===== config.mk =====
export PLATFORM = sky130hd
export DESIGN_NAME = nnis_ctrl
export DESIGN_NICKNAME = d
export VERILOG_FILES = /design/src/design/nnis_pkg.sv /design/src/design/nnis_ctrl.sv
export SDC_FILE = /design/constraint.sdc
export NUM_CORES = 1
export LEC_CHECK = 0
export ABC_AREA = 1
export BUFFER_PORTS_ARGS = -buffer_cell sky130_fd_sc_hd__buf_4
export CAP_MARGIN = 20
export CORE_AREA = 4 4 41 43
export DETAILED_ROUTE_END_ITERATION = 10
export DIE_AREA = 0 0 45 47
export SYNTH_ARGS = -nofsm -noshare
export SYNTH_HDL_FRONTEND = slang
export SYNTH_SLANG_ARGS = --single-unit

===== constraint.sdc =====
create_clock -name clk -period 1 [get_ports clk]
set_input_delay 0.2 -clock clk [delete_from_list [all_inputs] [get_ports clk]]
set_output_delay 0.2 -clock clk [all_outputs]
set_load 0.02 [all_outputs]

===== src/design/nnis_pkg.sv =====
// Shared types, constants and command structs of the nearest-neighbor image scaler.
`timescale 1ns / 1ps
package nnis_pkg;

	// Defaults of the top-level parameters.
	localparam int MAX_WIDTH_DEF       = 512;
	localparam int MAX_HEIGHT_DEF      = 512;
	localparam int SCALE_FRAC_BITS_DEF = 16;

	// Fixed field widths.
	localparam int COLOR_W = 8;
	localparam int SIZE_W  = 10;
	localparam int DIM_W   = 17;
	localparam int PIX_W   = 3 * COLOR_W;
	localparam int SCALE_W = 24;
	localparam int IDX_W   = 2 * SIZE_W;

	localparam logic [DIM_W-1:0]   DIM_MAX     = '1;
	localparam logic [SCALE_W-1:0] SCALE_RESET = 24'd65536;

	// Result status codes.
	typedef enum logic [1:0] {
		ST_PIXEL     = 2'd0,
		ST_NO_MORE   = 2'd1,
		ST_UNSUP     = 2'd2,
		ST_NOT_READY = 2'd3
	} status_t;

	// Request kinds.
	localparam logic REQ_LOAD  = 1'b0;
	localparam logic REQ_FETCH = 1'b1;

	// Controller states.
	typedef enum logic [2:0] {
		S_IDLE,
		S_SIZE,
		S_DECIDE,
		S_DIVC,
		S_DIVR,
		S_ADDR,
		S_EMIT
	} state_t;

	// Commands from the controller to the datapath.
	typedef struct packed {
		logic load;
		logic size;
		logic decide;
		logic div_start;
		logic div_row;
		logic latch_sx;
		logic latch_sy;
		logic addr;
		logic emit;
	} cmd_t;

	// Status from the datapath to the controller.
	typedef struct packed {
		status_t dec_status;
		logic    out_free;
		logic    div_done;
	} sts_t;

endpackage


===== src/design/nnis_ctrl.sv =====
// Controller state machine that sequences load and fetch requests.
`timescale 1ns / 1ps
module nnis_ctrl (
	input  logic          clk,
	input  logic          arst_n,
	input  logic          in_valid,
	input  logic          req_type,
	output logic          in_stall,
	input  nnis_pkg::sts_t sts,
	output nnis_pkg::cmd_t cmd
);

	import nnis_pkg::*;

	state_t state_q;
	state_t state_d;

	// State register.
	always_ff @(posedge clk or negedge arst_n) begin
		if (!arst_n) begin
			state_q <= S_IDLE;
		end else begin
			state_q <= state_d;
		end
	end

	// Next state and commands.
	always_comb begin
		state_d  = state_q;
		cmd      = '0;
		in_stall = 1'b1;
		case (state_q)
			S_IDLE: begin
				in_stall = 1'b0;
				if (in_valid) begin
					if (req_type == REQ_LOAD) begin
						cmd.load = 1'b1;
					end else begin
						state_d = S_SIZE;
					end
				end
			end
			S_SIZE: begin
				cmd.size = 1'b1;
				state_d  = S_DECIDE;
			end
			S_DECIDE: begin
				if (sts.dec_status == ST_PIXEL) begin
					cmd.decide    = 1'b1;
					cmd.div_start = 1'b1;
					state_d       = S_DIVC;
				end else if (sts.out_free) begin
					cmd.decide = 1'b1;
					state_d    = S_IDLE;
				end
			end
			S_DIVC: begin
				if (sts.div_done) begin
					cmd.latch_sx  = 1'b1;
					cmd.div_start = 1'b1;
					cmd.div_row   = 1'b1;
					state_d       = S_DIVR;
				end
			end
			S_DIVR: begin
				cmd.div_row = 1'b1;
				if (sts.div_done) begin
					cmd.latch_sy = 1'b1;
					state_d      = S_ADDR;
				end
			end
			S_ADDR: begin
				cmd.addr = 1'b1;
				state_d  = S_EMIT;
			end
			S_EMIT: begin
				if (sts.out_free) begin
					cmd.emit = 1'b1;
					state_d  = S_IDLE;
				end
			end
			default: begin
				state_d = S_IDLE;
			end
		endcase
	end

endmodule


Word-level counts from Yosys, hierarchy flattened

Cells that the tools add are included.

Flip-flop bits (word level): 3
Latch bits: 0
RAM bits: 0
Memory bits (read-only): 0
Input bits: 8
Output and inout bits: 10
Memories: 0

Add/subtract/negate cells: 0
Multipliers: 0
Div/mod/pow operators: 0
$lt $le $gt $ge: 0
Equal/unequal tests: 10
Shifts and indexed selects: 0
Mux-type cells: 24
Bitwise gates (word level): 0
Reductions and logical operators: 3

Operator list:

| cell                                          | count |
|---|---|
| 2-to-1 mux 3 bit                              | 7 |
| case mux 3 bit (7 select lines)               | 1 |
| 2-to-1 mux 1 bit                              | 14 |
| == test 3 bit, second input constant          | 3 |
| != test 2 bit, second input constant          | 4 |
| == test 3 x 2 -> 1 bit, second input constant | 2 |
| case mux 1 bit (2 select lines)               | 2 |
| AND reduction 4 bit                           | 1 |
| == test 3 x 1 -> 1 bit, second input constant | 1 |
| logical NOT 3 bit                             | 1 |
| logical NOT 2 bit                             | 1 |

Logic depth before layout (Yosys ltp)

Gate-level depths: netlist of run 1.

Depth in word-level cells: 3
Mapped depth: 8
Depth with buffers taken out: 7

Worst setup path before layout of run 1

Ideal clock, no wire load.

Path kind: reg-to-output
Start: register state_q[2]
End: output cmd[4] (netlist name)
Arrival: 1253 ps
Path slack: -453 ps
Stages on the path, launching flop included: 7
Path buffers: 1
Cell sequence: dfrtp_1 -> buf_2 -> inv_2 -> nand3_1 -> nor2_1 -> inv_1 -> nand2_1

RTL lines:

| item                     | RTL line        | text |
|---|---|---|
| start: declaration       | nnis_ctrl.sv:15 | `state_t state_q;` |
| start signal: assignment | nnis_ctrl.sv:23 | `state_q <= state_d;` |
| end: declaration         | nnis_ctrl.sv:10 | `output nnis_pkg::cmd_t cmd` |

==> flow_metrics.tcl, run 1 <==
set metrics [dict create \
    status "finished, violations left" \
    violations "negative setup slack" \
    pin_count 18 \
    min_to "state_q[1]$_DFFE_PN0P_" \
    switching_power_mw 0.9360 \
    ys_ff_latch 3 \
    mappedNetlistArea_um2 287.8 \
    seq_power_share_pct 15.4 \
    antenna_cells 0 \
    design.core.area_um2 1301 \
    hold_depth 2 \
    avgSynthCellArea_um2 5.643 \
    cts_buffers 3 \
    clock-skew-final_ns 0.004289 \
    cts_max_level 1 \
    wl_um 1090 \
    wire_per_inst_um 10.58 \
    cp.arrival_ns 1.24 \
    multi_input_area_um2 287.8 \
    synthesis.nets 59 \
    setup_viol 13 \
    antenna_found_initial 0 \
    reg2reg_depth 9 \
    slew_violations 0 \
    ant_nets 0 \
    r2r-start "state_q[0]$_DFFE_PN0P_" \
    cp-start-kind "flip-flop" \
    grt_overflow 0 \
    synth_seq_area_share_pct 26.09 \
    top_regs "state_q x3" \
    fp.dieH_um 47 \
    largest-register "state_q" \
    layout.area.seq_um2 78.83 \
    fmax_mhz 694.1 \
    clkPwrFrac_pct 10.7 \
    post-route-period-util_pct 144.1 \
    yosysWarningCount 0 \
    r2r_slack_ns -0.32 \
    largest_register_ffs 3 \
    vias 457 \
    fillers 120 \
    pre_cts_slack_ns -0.2777 \
    grt_pass1_vias 438 \
    grtUsageTotal_pct 12.26 \
    cts.reportedPaths.clkPinSlew_ns 0.04 \
    max_slew_margin_pct 85.12 \
    clkSinkCount 3 \
    place_hpwl_um 720.9 \
    drt_iter0_drc 4 \
    areaGrowthSynthToFinish_pct 167.0 \
    final_common_cell "buf_4" \
    leakagePower_nw 0.4107 \
    grt_max_degree 8 \
    max_cap_viol_count 0 \
    power.density_nw_per_um2 2672 \
    setup_ws_ns -0.4408 \
    rsz0062_at_grt "true" \
    start_util_pct 22.12 \
    clk_path_buf_depth 2 \
    crit_fanout 5 \
    cp.required_ns 0.80 \
    combPwrFrac_pct 73.9 \
    avgViaCountPerCell 4.437 \
    hp-start "sts[1]" \
    cts_tree "done" \
    first_pass_iters 3 \
    criticalPathCategory "flip-flop to primary output" \
    finalCoreUtilization_pct 59.04 \
    drcViolationCount 0 \
    drive_gt1_share_pct 72.73 \
    worstMarginPinSlew_ns 0.2230 \
    period_needed_ns 1.441 \
    holdCritPathClass "input pin to flip-flop" \
    worstReg2RegEnd "state_q[0]$_DFFE_PN0P_" \
    clock_latency_ns 0.24 \
    swShare_pct 45.59 \
    mostFrequentLayoutCells "buf_4 (17), buf_6 (16), nand2_1 (10)" \
    row_count 13 \
    grt_pass1_wl_um 1842 \
    port_buffers 17 \
    clockRootBuffer "clkbuf_4" \
    die_area_um2 2115 \
    peakVddDrop_mv 1.213 \
    finalNetCount 97 \
    die_x_um 45 \
    netlist_instances 51 \
    final_hold_viol_count 0 \
    cp-end-kind "primary output" \
    routabilityCongestion 0.7175 \
    ys_types 13 \
    p_int_mw 1.117 \
]
per-stage QoR:
stage	setup TNS [ns]	hold slack [ns]	total power, mW	std cells	cell area [um2]
finish	-4.836	0.2381	2.053	103	768.2
global route	-5.781	0.2469	2.228	103	768.2
CTS	-4.394	0.2382	1.771	98	668.1
detailed placement	-2.208	-0.009709	1.359	89	556.8
global placement	-2.166	-0.009635	1.354	89	556.8
floorplan	-0.9635	-0.09559	0.9581	51	369.1
power groups by stage:
| stage | registers [mW] | clock network, mW | logic, mW |
|---|---|---|---|
| 6_report | 0.316 | 0.219 | 1.52 |
| 2_1_floorplan | 0.281 | 0 | 0.677 |
| 4_1_cts | 0.313 | 0.226 | 1.23 |
| 5_1_grt | 0.330 | 0.240 | 1.66 |
| 3_3_place_gp | 0.319 | 0 | 1.04 |
| 3_5_place_dp | 0.316 | 0 | 1.04 |
worst max-delay path: stages (launching register included):
cell and delay [ns]:
dfrtp_2 0.45, inv_2 0.08, nand2_2 0.07, nor2_4 0.15, nand2_4 0.09, nand2_4 0.06, buf_6 0.11
worst max path at each step:
stage,start,endpoint,slack [ns],cells after the start
after detailed placement,state_q[0]$_DFFE_PN0P_,cmd[5],-0.28,6
after floorplan,state_q[2]$_DFFE_PN0P_,cmd[4],-0.19,6
after CTS,state_q[0]$_DFFE_PN0P_,cmd[0],-0.44,5
final,state_q[0]$_DFFE_PN0P_,cmd[6],-0.44,6
after global placement,state_q[0]$_DFFE_PN0P_,cmd[6],-0.28,6
after global routing,state_q[0]$_DFFE_PN0P_,cmd[0],-0.52,5
final cells by class:
type                       instances  share of cell area, %
timing repair buffer              34                  41.37
multi-input combinational         38                  37.46
sequential                         3                  10.26
inverter                           9                  5.049
clock buffer                       4                  3.420
tap                               15                  2.443
cells in the mapped netlist:
cell / number / area [um2]
o2111ai_1: 1 / 8.760
dfrtp_1: 3 / 75.07
nor3_1: 1 / 5.000
inv_1: 6 / 22.52
nand4_1: 1 / 6.260
buf_2: 1 / 5.000
nor2_2: 3 / 18.77
o21ai_0: 1 / 5.000
nand2_1: 16 / 60.06
nand2_2: 3 / 18.77
nor2_1: 7 / 26.28
nand3_1: 5 / 25.02
inv_2: 3 / 11.26
repair_timing:
action | 4_1_cts | 5_1_grt
resized for setup | 12 | 17
hold endpoints to repair | 3 | 0
buffers inserted | 4 | 5
endpoints found under the setup margin | 13 | 13
hold buffers | 1 | 0
pin swaps | 5 | 8
metal layers:
layer / GRT usage [%] / vias up / part of all wire [%]
met5: 0 / - / 0
met4: 8.772 / 0 / 1.7
met3: 1.533 / 2 / 5.5
met2: 19.21 / 12 / 51
met1: 15.53 / 208 / 42
li1: - / 235 / -
logic make-up (layout without fill, tap and decap cells):
logic type,after synthesis,count (layout),share of synthesized area (%)
buffers and inverters,10,47,13.48
AND/OR/NAND/NOR,36,36,55.65
flip-flops,3,3,26.09
AO/OA/AOI/OAI,2,2,4.781
Power figures use the tool's default switching activity.
==> run 2: changes to the inputs <==
- BUFFER_PORTS_ARGS: -buffer_cell sky130_fd_sc_hd__buf_4 -> -buffer_cell sky130_fd_sc_hd__buf_2
- REMOVE_ABC_BUFFERS: not set -> 1
- SKIP_LAST_GASP: not set -> 1
==> flow_metrics.tcl, run 2 (synthesis results as in run 1) <==
set metrics [dict create \
    status "finished, violations left" \
    violations "negative setup slack" \
    fillers 131 \
    min_to "state_q[1]$_DFFE_PN0P_" \
    p_total_mw 1.932 \
    first_pass_iters 2 \
    start_util_pct 22.12 \
    drcViolationCount 0 \
    worstReg2RegEnd "state_q[2]$_DFFE_PN0P_" \
    cp_slowest_cell "dfrtp_2" \
    leakagePower_nw 0.3841 \
    peakVddDrop_mv 1.481 \
    grt_max_degree 7 \
    cpPeakStageDelay_ns 0.46 \
    routabilityCongestion 0.6702 \
    place_hpwl_um 679.5 \
    cp-end-kind "primary output" \
    avgViaCountPerCell 4.402 \
    path_cells "nor2_4 -> nand3_2 -> nor2_1 -> buf_4" \
    grtUsageTotal_pct 11.16 \
    port_buffers 17 \
    cts_buffers 3 \
    setup_viol 13 \
    wl_um 1132 \
    mostFrequentLayoutCells "buf_4 (16), nand2_1 (10), buf_6 (9)" \
    cts.reportedPaths.clkPinSlew_ns 0.03 \
    fmax_mhz 690.5 \
    row_count 13 \
    die_x_um 45 \
    finalCoreUtilization_pct 52.21 \
    finalSetupTns_ns -4.555 \
    hold_depth 2 \
    grt_pass1_vias 389 \
    cp.arrival_ns 1.25 \
    pin_count 18 \
    finalNetCount 96 \
    fp.dieH_um 47 \
    clkSinkCount 3 \
    pre_cts_slack_ns -0.2451 \
    reg2reg_depth 9 \
    r2r-start "state_q[1]$_DFFE_PN0P_" \
    power.density_nw_per_um2 2843 \
    largest-register "state_q" \
    grt_pass1_wl_um 1614 \
    vias 449 \
    final_common_cell "buf_4" \
    antenna_cells 0 \
    max_slew_margin_pct 82.67 \
    slew_violations 0 \
    cts_tree "done" \
    clk_path_buf_depth 2 \
    rsz0062_at_grt "true" \
    r2r_slack_ns -0.29 \
    max_cap_viol_count 0 \
    worstMarginPinSlew_ns 0.2596 \
    holdCritPathClass "input pin to flip-flop" \
    antenna_found_initial 0 \
    grt_overflow 0 \
    largest_register_ffs 3 \
    cp.required_ns 0.80 \
    setup_ws_ns -0.4482 \
    clock-skew-final_ns 0.004540 \
    wire_per_inst_um 11.10 \
    period_needed_ns 1.448 \
    cts_max_level 1 \
    drt_iter0_drc 5 \
    clockRootBuffer "clkbuf_4" \
    cp-start-kind "flip-flop" \
    clock_latency_ns 0.24 \
    post-route-period-util_pct 144.8 \
    drive_gt1_share_pct 68.97 \
    top_regs "state_q x3" \
    criticalPathCategory "flip-flop to primary output" \
    final_hold_viol_count 0 \
    crit_fanout 5 \
    die_area_um2 2115 \
    ant_nets 0 \
    areaGrowthSynthToFinish_pct 136.1 \
    design.core.area_um2 1301 \
    hp-start "sts[1]" \
]
run 2: layout make-up:
| cell class | instances | area, um2 | area share [%] |
|---|---|---|---|
| inverter | 9 | 33.78 | 4.972 |
| clock buffer | 4 | 26.28 | 3.867 |
| multi-input combinational | 38 | 256.5 | 37.75 |
| sequential | 3 | 77.57 | 11.42 |
| timing repair buffer | 33 | 266.5 | 39.23 |
| tap | 15 | 18.77 | 2.762 |
run 2: critical path: cells and delay by family, from the launching register on:
kind          cells  cell delay [ns]
flops             1             0.46
buf+inv           1             0.15
simple gates      3             0.41
run 2: worst max path at each step:
stage | from | to | slack, ns | cells past startpoint
2_1_floorplan | state_q[2]$_DFFE_PN0P_ | cmd[4] | -0.43 | 5
3_3_place_gp | state_q[1]$_DFFE_PN0P_ | cmd[8] | -0.21 | 4
3_5_place_dp | state_q[1]$_DFFE_PN0P_ | cmd[8] | -0.25 | 4
4_1_cts | state_q[2]$_DFFE_PN0P_ | cmd[4] | -0.40 | 6
5_1_grt | state_q[2]$_DFFE_PN0P_ | cmd[4] | -0.52 | 6
6_report | state_q[1]$_DFFE_PN0P_ | cmd[8] | -0.45 | 4
run 2: where the power goes:
group,switching (mW),total (mW),internal (mW)
combinational,0.727,1.43,0.708
sequential,0.0990,0.281,0.182
clock,0.0662,0.216,0.150
total,0.892,1.93,1.04
run 2: per-stage QoR:
step / hold WS, ns / instance area (um2) / instances
floorplan: -0.09559 / 282.8 / 50
global placement: -0.001548 / 446.7 / 90
detailed placement: -0.002124 / 446.7 / 90
CTS: 0.2503 / 599.3 / 101
global route: 0.2523 / 679.4 / 102
finish: 0.2610 / 679.4 / 102
run 2: metal layers:
metal	GRT usage [%]	wire (um)	vias up
li1	-	-	229
met1	11.42	402	196
met2	18.93	604	18
met3	3.448	69	6
met4	8.772	55	0
met5	0	0	-
run 2: timing repair:
item	CTS	global route
setup buffers	6	2
hold buffers	1	0
resized for setup	23	19
pin swaps	3	10
hold endpoints to repair	3	0
endpoints found under the setup margin	13	13
